File: src/sv/xeu_pkg.sv
`default_nettype none
// ----------------------------------------------------------------------------
// xeu_pkg
// types, constants and entity tables for the xml entity decoder
// ----------------------------------------------------------------------------
package xeu_pkg;

    localparam int MAX_OUT = 6;
    localparam int CNT_W   = 3;

    localparam logic [7:0] AMP_CH  = 8'h26;
    localparam logic [7:0] SEMI_CH = 8'h3B;
    localparam logic [7:0] L_CH    = 8'h6C;
    localparam logic [7:0] G_CH    = 8'h67;
    localparam logic [7:0] A_CH    = 8'h61;
    localparam logic [7:0] Q_CH    = 8'h71;

    localparam logic [1:0] KIND_LT   = 2'd0;
    localparam logic [1:0] KIND_GT   = 2'd1;
    localparam logic [1:0] KIND_AMP  = 2'd2;
    localparam logic [1:0] KIND_QUOT = 2'd3;

    typedef struct packed {
        logic [7:0] in_byte;
        logic       end_of_text;
    } in_item_t;

    typedef struct packed {
        logic [7:0] out_byte;
        logic       run_last;
        logic       text_done;
    } out_item_t;

    function automatic logic [CNT_W-1:0] ent_len(input logic [1:0] k);
        logic [CNT_W-1:0] r;
        case (k)
            KIND_LT:   r = 3'd3;
            KIND_GT:   r = 3'd3;
            KIND_AMP:  r = 3'd4;
            KIND_QUOT: r = 3'd5;
            default:   r = 3'd3;
        endcase
        return r;
    endfunction

    function automatic logic [7:0] ent_value(input logic [1:0] k);
        logic [7:0] r;
        case (k)
            KIND_LT:   r = 8'h3C;
            KIND_GT:   r = 8'h3E;
            KIND_AMP:  r = 8'h26;
            KIND_QUOT: r = 8'h22;
            default:   r = 8'h3C;
        endcase
        return r;
    endfunction

    // letter at position pos of an entity name, ';' closes it
    function automatic logic [7:0] ent_char(input logic [1:0] k, input logic [CNT_W-1:0] pos);
        logic [7:0] r;
        r = 8'h00;
        case (k)
            KIND_LT:
            begin
                case (pos)
                    3'd0:    r = L_CH;
                    3'd1:    r = 8'h74;
                    3'd2:    r = SEMI_CH;
                    default: r = 8'h00;
                endcase
            end
            KIND_GT:
            begin
                case (pos)
                    3'd0:    r = G_CH;
                    3'd1:    r = 8'h74;
                    3'd2:    r = SEMI_CH;
                    default: r = 8'h00;
                endcase
            end
            KIND_AMP:
            begin
                case (pos)
                    3'd0:    r = A_CH;
                    3'd1:    r = 8'h6D;
                    3'd2:    r = 8'h70;
                    3'd3:    r = SEMI_CH;
                    default: r = 8'h00;
                endcase
            end
            KIND_QUOT:
            begin
                case (pos)
                    3'd0:    r = Q_CH;
                    3'd1:    r = 8'h75;
                    3'd2:    r = 8'h6F;
                    3'd3:    r = 8'h74;
                    3'd4:    r = SEMI_CH;
                    default: r = 8'h00;
                endcase
            end
            default: r = 8'h00;
        endcase
        return r;
    endfunction

    // byte j of a held run: the ampersand, then the held letters
    function automatic logic [7:0] held_char(input logic [1:0] k, input logic [CNT_W-1:0] j);
        logic [7:0] r;
        if (j == 3'd0)
        begin
            r = AMP_CH;
        end
        else
        begin
            r = ent_char(k, j - 3'd1);
        end
        return r;
    endfunction

    // held letters, bounded by the name length less the closing ';'
    function automatic logic [CNT_W-1:0] held_count(input logic [1:0] k,
                                                    input logic [CNT_W-1:0] c);
        logic [CNT_W-1:0] lim;
        lim = ent_len(k) - 3'd1;
        return (c > lim) ? lim : c;
    endfunction

endpackage
`default_nettype wire

File: src/sv/xml_entity_unescape.sv
`default_nettype none
// ----------------------------------------------------------------------------
// xml_entity_unescape
// streaming decoder for &lt; &gt; &amp; &quot;, one byte per request
// ----------------------------------------------------------------------------
// the first result is registered and is valid in the cycle after the request is accepted
// output: one result per cycle while dst_ready is high; the next request is taken in the
//   same cycle as the last result of the current one
// requests that only hold bytes produce no result
// reset: matcher idle, result buffer empty
module xml_entity_unescape
(
    input  wire logic                 clk,
    input  wire logic                 rst_n,
    input  wire logic                 src_valid,
    output logic                      src_ready,
    input  wire xeu_pkg::in_item_t    src_item,
    output logic                      dst_valid,
    input  wire logic                 dst_ready,
    output xeu_pkg::out_item_t        dst_item
);
    import xeu_pkg::*;

    logic                    matching_reg, matching_next;
    logic [1:0]              kind_reg, kind_next;
    logic [CNT_W-1:0]        count_reg, count_next;

    logic [CNT_W-1:0]        cnt_reg, cnt_next;
    logic [7:0]              buf_reg [MAX_OUT];
    logic [7:0]              buf_next [MAX_OUT];
    logic                    eot_reg;

    logic                    accept;
    logic                    take;

    logic [7:0]              b;
    logic                    flush_before;
    logic                    ev;
    logic [7:0]              e;
    logic [CNT_W-1:0]        len1;
    logic [CNT_W-1:0]        len2;
    logic [CNT_W-1:0]        total;
    logic [CNT_W-1:0]        slot;
    logic [CNT_W-1:0]        j;
    logic                    first_hit;
    logic [1:0]              first_kind;
    logic                    hit;

    assign take      = dst_valid && dst_ready;
    assign src_ready = (cnt_reg == 3'd0) || ((cnt_reg == 3'd1) && dst_ready);
    assign accept    = src_valid && src_ready;

    assign dst_valid          = (cnt_reg != 3'd0);
    assign dst_item.out_byte  = buf_reg[0];
    assign dst_item.run_last  = (cnt_reg == 3'd1);
    assign dst_item.text_done = (cnt_reg == 3'd1) && eot_reg;

    always_comb
    begin
        b             = src_item.in_byte;
        flush_before  = 1'b0;
        ev            = 1'b0;
        e             = b;
        matching_next = matching_reg;
        kind_next     = kind_reg;
        count_next    = count_reg;
        first_hit     = 1'b1;
        first_kind    = KIND_LT;
        hit           = 1'b0;

        case (b)
            L_CH:    first_kind = KIND_LT;
            G_CH:    first_kind = KIND_GT;
            A_CH:    first_kind = KIND_AMP;
            Q_CH:    first_kind = KIND_QUOT;
            default: first_hit  = 1'b0;
        endcase

        if (matching_reg && (count_reg != 3'd0))
        begin
            hit = (count_reg < ent_len(kind_reg)) && (ent_char(kind_reg, count_reg) == b);
        end

        if (matching_reg && (count_reg == 3'd0) && first_hit)
        begin
            kind_next  = first_kind;
            count_next = 3'd1;
        end
        else if (matching_reg && hit)
        begin
            if (b == SEMI_CH)
            begin
                ev            = 1'b1;
                e             = ent_value(kind_reg);
                matching_next = 1'b0;
                kind_next     = KIND_LT;
                count_next    = 3'd0;
            end
            else
            begin
                count_next = count_reg + 3'd1;
            end
        end
        else
        begin
            // idle handling, after a flush of the broken run if one was held
            flush_before = matching_reg;
            kind_next    = KIND_LT;
            count_next   = 3'd0;
            if (b == AMP_CH)
            begin
                matching_next = 1'b1;
            end
            else
            begin
                matching_next = 1'b0;
                ev            = 1'b1;
            end
        end

        len1  = flush_before ? (3'd1 + held_count(kind_reg, count_reg)) : 3'd0;
        len2  = (src_item.end_of_text && matching_next)
                ? (3'd1 + held_count(kind_next, count_next)) : 3'd0;
        total = len1 + {2'b00, ev} + len2;

        for (int i = 0; i < MAX_OUT; i++)
        begin
            slot = CNT_W'(i);
            j    = slot - len1 - {2'b00, ev};
            if (slot < len1)
            begin
                buf_next[i] = held_char(kind_reg, slot);
            end
            else if (ev && (slot == len1))
            begin
                buf_next[i] = e;
            end
            else
            begin
                buf_next[i] = held_char(kind_next, j);
            end
        end

        if (src_item.end_of_text)
        begin
            matching_next = 1'b0;
            kind_next     = KIND_LT;
            count_next    = 3'd0;
        end

        if (accept)
        begin
            cnt_next = total;
        end
        else if (take)
        begin
            cnt_next = cnt_reg - 3'd1;
        end
        else
        begin
            cnt_next = cnt_reg;
        end
    end

    always_ff @(posedge clk or negedge rst_n)
    begin
        if (!rst_n)
        begin
            matching_reg <= 1'b0;
            kind_reg     <= KIND_LT;
            count_reg    <= 3'd0;
            cnt_reg      <= 3'd0;
        end
        else
        begin
            cnt_reg <= cnt_next;
            if (accept)
            begin
                matching_reg <= matching_next;
                kind_reg     <= kind_next;
                count_reg    <= count_next;
            end
        end
    end

    // result buffer shifts toward slot zero as results are taken
    always_ff @(posedge clk)
    begin
        if (accept)
        begin
            eot_reg <= src_item.end_of_text;
            for (int i = 0; i < MAX_OUT; i++)
            begin
                buf_reg[i] <= buf_next[i];
            end
        end
        else if (take)
        begin
            for (int i = 0; i < MAX_OUT - 1; i++)
            begin
                buf_reg[i] <= buf_reg[i+1];
            end
        end
    end

endmodule
`default_nettype wire

File: config.mk
export PLATFORM = sky130hd
export DESIGN_NAME = xml_entity_unescape
export DESIGN_NICKNAME = d
export VERILOG_FILES = /design/src/sv/xeu_pkg.sv /design/src/sv/xml_entity_unescape.sv
export SDC_FILE = /design/constraint.sdc
export NUM_CORES = 1
export LEC_CHECK = 0
export BUFFER_PORTS_ARGS = -buffer_cell sky130_fd_sc_hd__buf_2
export CORE_MARGIN = 2
export CORE_UTILIZATION = 43
export CTS_BUF_LIST = sky130_fd_sc_hd__clkbuf_8
export DETAILED_ROUTE_END_ITERATION = 12
export PLACE_DENSITY = 0.6
export REMOVE_ABC_BUFFERS = 1
export SYNTH_ARGS = -nofsm -noshare
export SYNTH_HDL_FRONTEND = slang
export SYNTH_SLANG_ARGS = --single-unit
File: constraint.sdc
create_clock -name clk -period 7.2 [get_ports clk]
set_input_delay 0.36 -clock clk [delete_from_list [all_inputs] [get_ports clk]]
set_output_delay 0.36 -clock clk [all_outputs]
set_load 0.01 [all_outputs]
== Word-level counts from Yosys, hierarchy flattened ==
Memories as Yosys holds them, arrays and structs flattened.
Cells that the tools add are included.
Operators by class
  mux-type cells: 104
  $add $sub $neg: 26
  reductions and logical operators: 41
  bitwise operators: 5
  $lt $le $gt $ge: 9
  equality and inequality tests: 47
Operators by type and width (number)
  7-bit one-hot mux with 3 select lines: 14
  8-bit one-hot mux with 4 select lines: 9
  7-bit one-hot mux with 5 select lines: 7
  8-bit 2-to-1 mux: 27
  7-bit one-hot mux with 4 select lines: 7
  8-bit one-hot mux with 3 select lines: 3
  3-bit zero test: 15
  3-bit by 2-bit equality test with 1-bit output (second input constant): 14
  3-bit 2-to-1 mux: 11
  8-bit by 7-bit equality test with 1-bit output (second input constant): 4
  3-bit by 1-bit subtractor with 3-bit output (second input constant): 9
  3-bit by 1-bit equality test with 1-bit output (second input constant): 8
  3-bit equality test (second input constant): 7
  1-bit 2-to-1 mux: 18
  3-bit one-hot mux with 3 select lines: 2
  3-bit by 1-bit subtractor with 3-bit output: 6
  8-bit by 6-bit equality test with 1-bit output (second input constant): 2
  1-bit logical AND: 16
  8-bit one-hot mux with 2 select lines: 1
  2-bit equality test (second input constant): 4
  8-bit equality test: 1
  2-bit 2-to-1 mux: 4
  1-bit by 3-bit adder with 3-bit output (first input constant): 2
  2-bit by 3-bit equality test with 1-bit output (first input constant): 2
  other kinds (23): 39
Word-level totals
  output and inout port bits: 12
  memories kept: 1
  word-level logic and storage cells: 238
  input port bits: 13
  register bits: 10
  memory bits (writable): 48
Memory list
  buf_reg: depth 6, width 8, read ports 6, clocked after Yosys merged registers in 0, write ports 6, line xml_entity_unescape.sv:29  | logic [7:0] buf_reg [MAX_OUT];

== Depth between registers and ports, before layout ==
  depth after elaboration: 21
  depth in mapped cells: 28
  gate-level depth less buffers: 25

== Least setup slack after synthesis ==
No wires, ideal clock.
  path type: reg-to-reg
  start: register kind_reg[1]
  end: memory buf_reg[5][1] (data pin)
  required time: 6.942 ns
  setup slack: 1.801 ns
  clock period less this slack: 5.399 ns
  arrival: 5.141 ns
  cell stages (with the launch flop): 25
  buffers on the path: 8
  cells stage by stage: dfrtp_1 buf_4 buf_2 clkbuf_1 clkbuf_1 ha_1 nor2b_1 o21ai_0 o2111ai_1 or2_2 nor4_4 buf_6 mux2i_1 inv_1 ha_1 inv_1 ha_1 clkbuf_1 clkbuf_1 nand2_1 inv_1 ha_1 clkbuf_1 a311oi_1 o221a_2
RTL lines
  start: declaration: line xml_entity_unescape.sv:25  | logic [1:0] kind_reg, kind_next;
  start signal: assignment: line xml_entity_unescape.sv:180  | kind_reg <= kind_next;
  end: declaration: line xml_entity_unescape.sv:29

== Final worst setup path ==
  start: register count_reg[2]
  end: register cnt_reg[2]
Between the ends
  word-level cells in the longest chain between the ends: 20
  elaborated cells between the ends (all ways): 51
  classes of those cells: add/sub (6); order compare (3); eq/ne (8); mux (24); reduce/logical (10)
RTL lines
  start: declaration: line xml_entity_unescape.sv:26  | logic [CNT_W-1:0] count_reg, count_next;
  start signal: assignment: line xml_entity_unescape.sv:181  | count_reg <= count_next;
  3-bit equality test (tied with other cells): line xeu_pkg.sv:93  | case (pos)
  7-bit one-hot mux with 5 select lines (tied with other cells): line xeu_pkg.sv:93
  8-bit one-hot mux with 4 select lines: line xeu_pkg.sv:62  | case (k)
  8-bit 2-to-1 mux: line xml_entity_unescape.sv:79  | if (matching_reg && (count_reg != 3'd0))
  8-bit equality test: line xml_entity_unescape.sv:81  | hit = (count_reg < ent_len(kind_reg)) && (ent_char(kind_reg, count_reg) == b);
  1-bit logical AND: line xml_entity_unescape.sv:81
  1-bit 2-to-1 mux: line xml_entity_unescape.sv:79
  1-bit logical AND: line xml_entity_unescape.sv:89  | else if (matching_reg && hit)
  [4 not listed]
  3-bit one-hot mux with 3 select lines: line xeu_pkg.sv:36  | case (k)
  3-bit by 1-bit subtractor with 3-bit output: line xeu_pkg.sv:125  | lim = ent_len(k) - 3'd1;
  3-bit greater-than comparator: line xeu_pkg.sv:126  | return (c > lim) ? lim : c;
  3-bit 2-to-1 mux: line xeu_pkg.sv:126
  1-bit by 3-bit adder with 3-bit output: line xml_entity_unescape.sv:123  | ? (3'd1 + held_count(kind_next, count_next)) : 3'd0;
  3-bit 2-to-1 mux: line xml_entity_unescape.sv:123
  3-bit adder *: line xml_entity_unescape.sv:124  | total = len1 + {2'b00, ev} + len2;
  3-bit 2-to-1 mux *: line xml_entity_unescape.sv:151  | if (accept)
  end signal: assignment: line xml_entity_unescape.sv:176  | cnt_reg <= cnt_next;
  end: declaration: line xml_entity_unescape.sv:28  | logic [CNT_W-1:0] cnt_reg, cnt_next;
Mark *: on every way between the ends. The rest lies on a longest branch, timed or not. The select of a mux whose other input is x is not followed.
A chain may end at the register's enable or synchronous reset.

==> results.py <==
metrics = {
    "finish": {
        "syn_to_final_growth_pct": 8.62,
        "final-seq-area_sq_mm": 0.00170,
        "largest_reg_flops": 48,
        "nets": 842,
        "fillers": 1404,
        "multiInputGateArea_sq_mm": 0.00412,
        "final_area_sq_mm": 0.00673,
        "diodes": 0,
        "drive_gt1_frac": 0.117,
        "fin_util": 0.481,
    },
    "grt": {
        "grt_pass1_wl_mm": 39.0,
        "grt_overflow_total": 0,
        "grt_max_degree": 42,
        "grt_pass1_vias": 6308,
        "grt_usage": 0.348,
        "antenna_found_initial": 0,
    },
    "sta": {
        "finalHoldViolCount": 0,
        "clock.fmax_mhz": 157,
        "timing.final.max_slew_violations": 0,
        "relSlewSlack": 0.196,
        "final-setup-viol-count": 0,
        "worst-slew-pin-transition_ns": 1.21,
        "holdWs_ns": 0.240,
        "fin_skew_ns": 0.0199,
        "min_period_ns": 6.37,
        "rsz0062_at_grt": "no",
        "setup_slack_ns": 0.832,
        "post-route-period-util": 0.885,
        "fin_setup_tns_ns": 0,
    },
    "hold_path": {
        "worstHoldStart": "src_item[0]",
        "hold_path_end": "eot_reg",
        "min_path_cells": 1,
        "hp-class": "in -> reg",
    },
    "critical_path": {
        "path_class": "reg -> reg",
        "r2r_slack_ns": 0.83,
        "r2r-start": "count_reg[2]",
        "crit_fanout": 20,
        "r2r_end": "cnt_reg[2]",
        "start_kind": "flop",
        "ff2ff_path_depth": 22,
        "cp_data_required_time_ns": 7.46,
        "critPathArrivalTime_ns": 6.63,
        "end_kind": "flop",
    },
    "synthesis": {
        "ys_types": 79,
        "postSynthAreaPerCell_sq_um": 7.89,
        "synth_cells": 786,
        "synthArstFlopShare": 0.155,
        "synth_edf_count": 49,
        "synth_warnings": 0,
        "syn-cell-area_sq_mm": 0.00620,
        "synth-seq-area-share": 0.274,
        "ys.flop_type": "edfxtp_1",
        "synth_seq_cells": 58,
    },
    "drt": {
        "drtPass1Iterations": 6,
        "met1_length_mm": 10.5,
        "viasPerCell": 6.91,
        "top_layer_used": "met4",
        "drt-total-wl_mm": 25.9,
        "wl_met2_mm": 10.9,
        "antenna_left": 0,
        "detailroute.wirelength.met3_mm": 3.36,
        "vias": 6715,
        "wl_per_cell_microns": 26.6,
        "remaining_drc_errors": 0,
        "first_iter_violations": 1113,
    },
    "placed_design": {
        "port_buffers": 24,
        "pre_cts_slack_ns": 1.01,
        "dpl_cell_area_sq_mm": 0.00647,
        "dpl.hpwl_mm": 18.9,
        "place_congestion": 1.01,
    },
    "clock_network": {
        "cts_tree": "yes",
        "clock_latency_ns": 0.39,
        "htreeDepth": 3,
        "cts_root_buffer": "clkbuf_8",
        "cts_setup_buffers": 0,
        "numCtsBuffers": 9,
        "clock_path_buffers": 2,
        "clkSlewWorstSetupHoldPaths_ns": 0.07,
        "clock_sinks": 58,
    },
    "floorplan": {
        "fp.dieH_microns": 124,
        "initial_core_util": 0.443,
        "pin_count": 25,
        "coreArea_sq_mm": 0.0140,
        "rows": 43,
        "fp.dieW_microns": 124,
        "die-area_sq_mm": 0.0154,
    },
    "outcome": {
        "status": "finished, final reports clean",
    },
    "pwr": {
        "peakVddDrop_mv": 0.327,
        "power_density_mw_per_mm2": 382,
        "leakage_uw": 0.00265,
    },
    "run": {
        "maxCapViolations": 0,
    },
}
worst max path at each step:
stage	start	to	slack, ns	cells after the start
after floorplan	count_reg[0]	buf_reg[4][0]	1.30	16
after global placement	count_reg[2]	cnt_reg[2]	1.03	22
after detailed placement	count_reg[2]	cnt_reg[2]	1.01	22
after CTS	count_reg[2]	cnt_reg[2]	0.99	22
after global routing	count_reg[0]	cnt_reg[2]	0.38	21
final	count_reg[2]	cnt_reg[2]	0.83	22
power by group:
part           switching (uW)  internal [uW]
sequential               58.9            542
clock                     166            233
combinational            1050            528
cells in the final DEF (no fill, tap or decap), drive strengths merged, types with 10 or more instances in the layout:
cell type   n
nand2      84
nor2       71
a21oi      70
o21ai      57
edfxtp     49
buf        47
ha         40
inv        38
a31oi      23
nand3      17
a211oi     17
nor3       15
and2       13
nor2b      11
o22ai      11
xnor2      10
o31ai      10
cell families after synthesis:
family / after synthesis / share of synthesized area
compound gates: 296 / 0.323
xor+xnor: 13 / 0.0184
fa+ha+maj: 45 / 0.0922
buf+inv: 96 / 0.0634
flops: 58 / 0.274
mux: 12 / 0.0200
simple gates: 266 / 0.209
through the flow:
step           power, uW  cells
4_1_cts             2520    972
3_3_place_gp        2130    955
3_5_place_dp        2120    955
5_1_grt             2720    972
2_1_floorplan       1590    728
6_report            2570    972
worst max-delay path, cell delays in order, from the launching register on:
cell      delay, ns
dfrtp_1        0.75
inv_1          0.21
ha_1           0.34
nor2b_1        0.21
a211oi_1       0.34
a211oi_1       0.17
nor4_2         0.44
and4_1         0.39
a21o_1         0.49
nand2_1        0.24
inv_1          0.29
ha_1           0.21
a21o_1         0.11
a21oi_1        0.06
a31oi_1        0.34
mux2_2         0.39
ha_1           0.28
nand3_1        0.09
fa_1           0.42
xnor2_1        0.14
and2_1         0.16
mux2i_1        0.10
o21ai_0        0.09
final cells by class:
type	instances	area share
multi-input combinational	632	0.612
sequential	58	0.252
timing repair buffer	48	0.0450
tap	180	0.0335
inverter	38	0.0212
clock buffer	9	0.0184
clock inverter	7	0.0184
per-layer routing:
| layer | vias to the layer above | GRT usage |
|---|---|---|
| li1 | 2975 | - |
| met5 | - | 0 |
| met4 | 0 | 0.149 |
| met1 | 3156 | 0.469 |
| met2 | 498 | 0.511 |
| met3 | 86 | 0.110 |
cell usage after synthesis (all sizes together) (13+ instances only):
library cell / number / share of area
a21oi: 70 / 0.057
clkbuf: 37 / 0.022
a211oi: 17 / 0.021
and2: 13 / 0.013
a31oi: 23 / 0.026
edfxtp: 49 / 0.24
ha: 40 / 0.081
nor2: 71 / 0.043
inv: 37 / 0.022
buf: 21 / 0.018
o21ai: 57 / 0.046
nor3: 15 / 0.013
nand3: 17 / 0.014
nand2: 84 / 0.052
timing repair:
item                      4_1_cts  5_1_grt
hold buffers                    1        0
hold endpoints to repair        9        0
gates resized for setup         0        0
No activity file was read; power rests on OpenSTA's default activity.
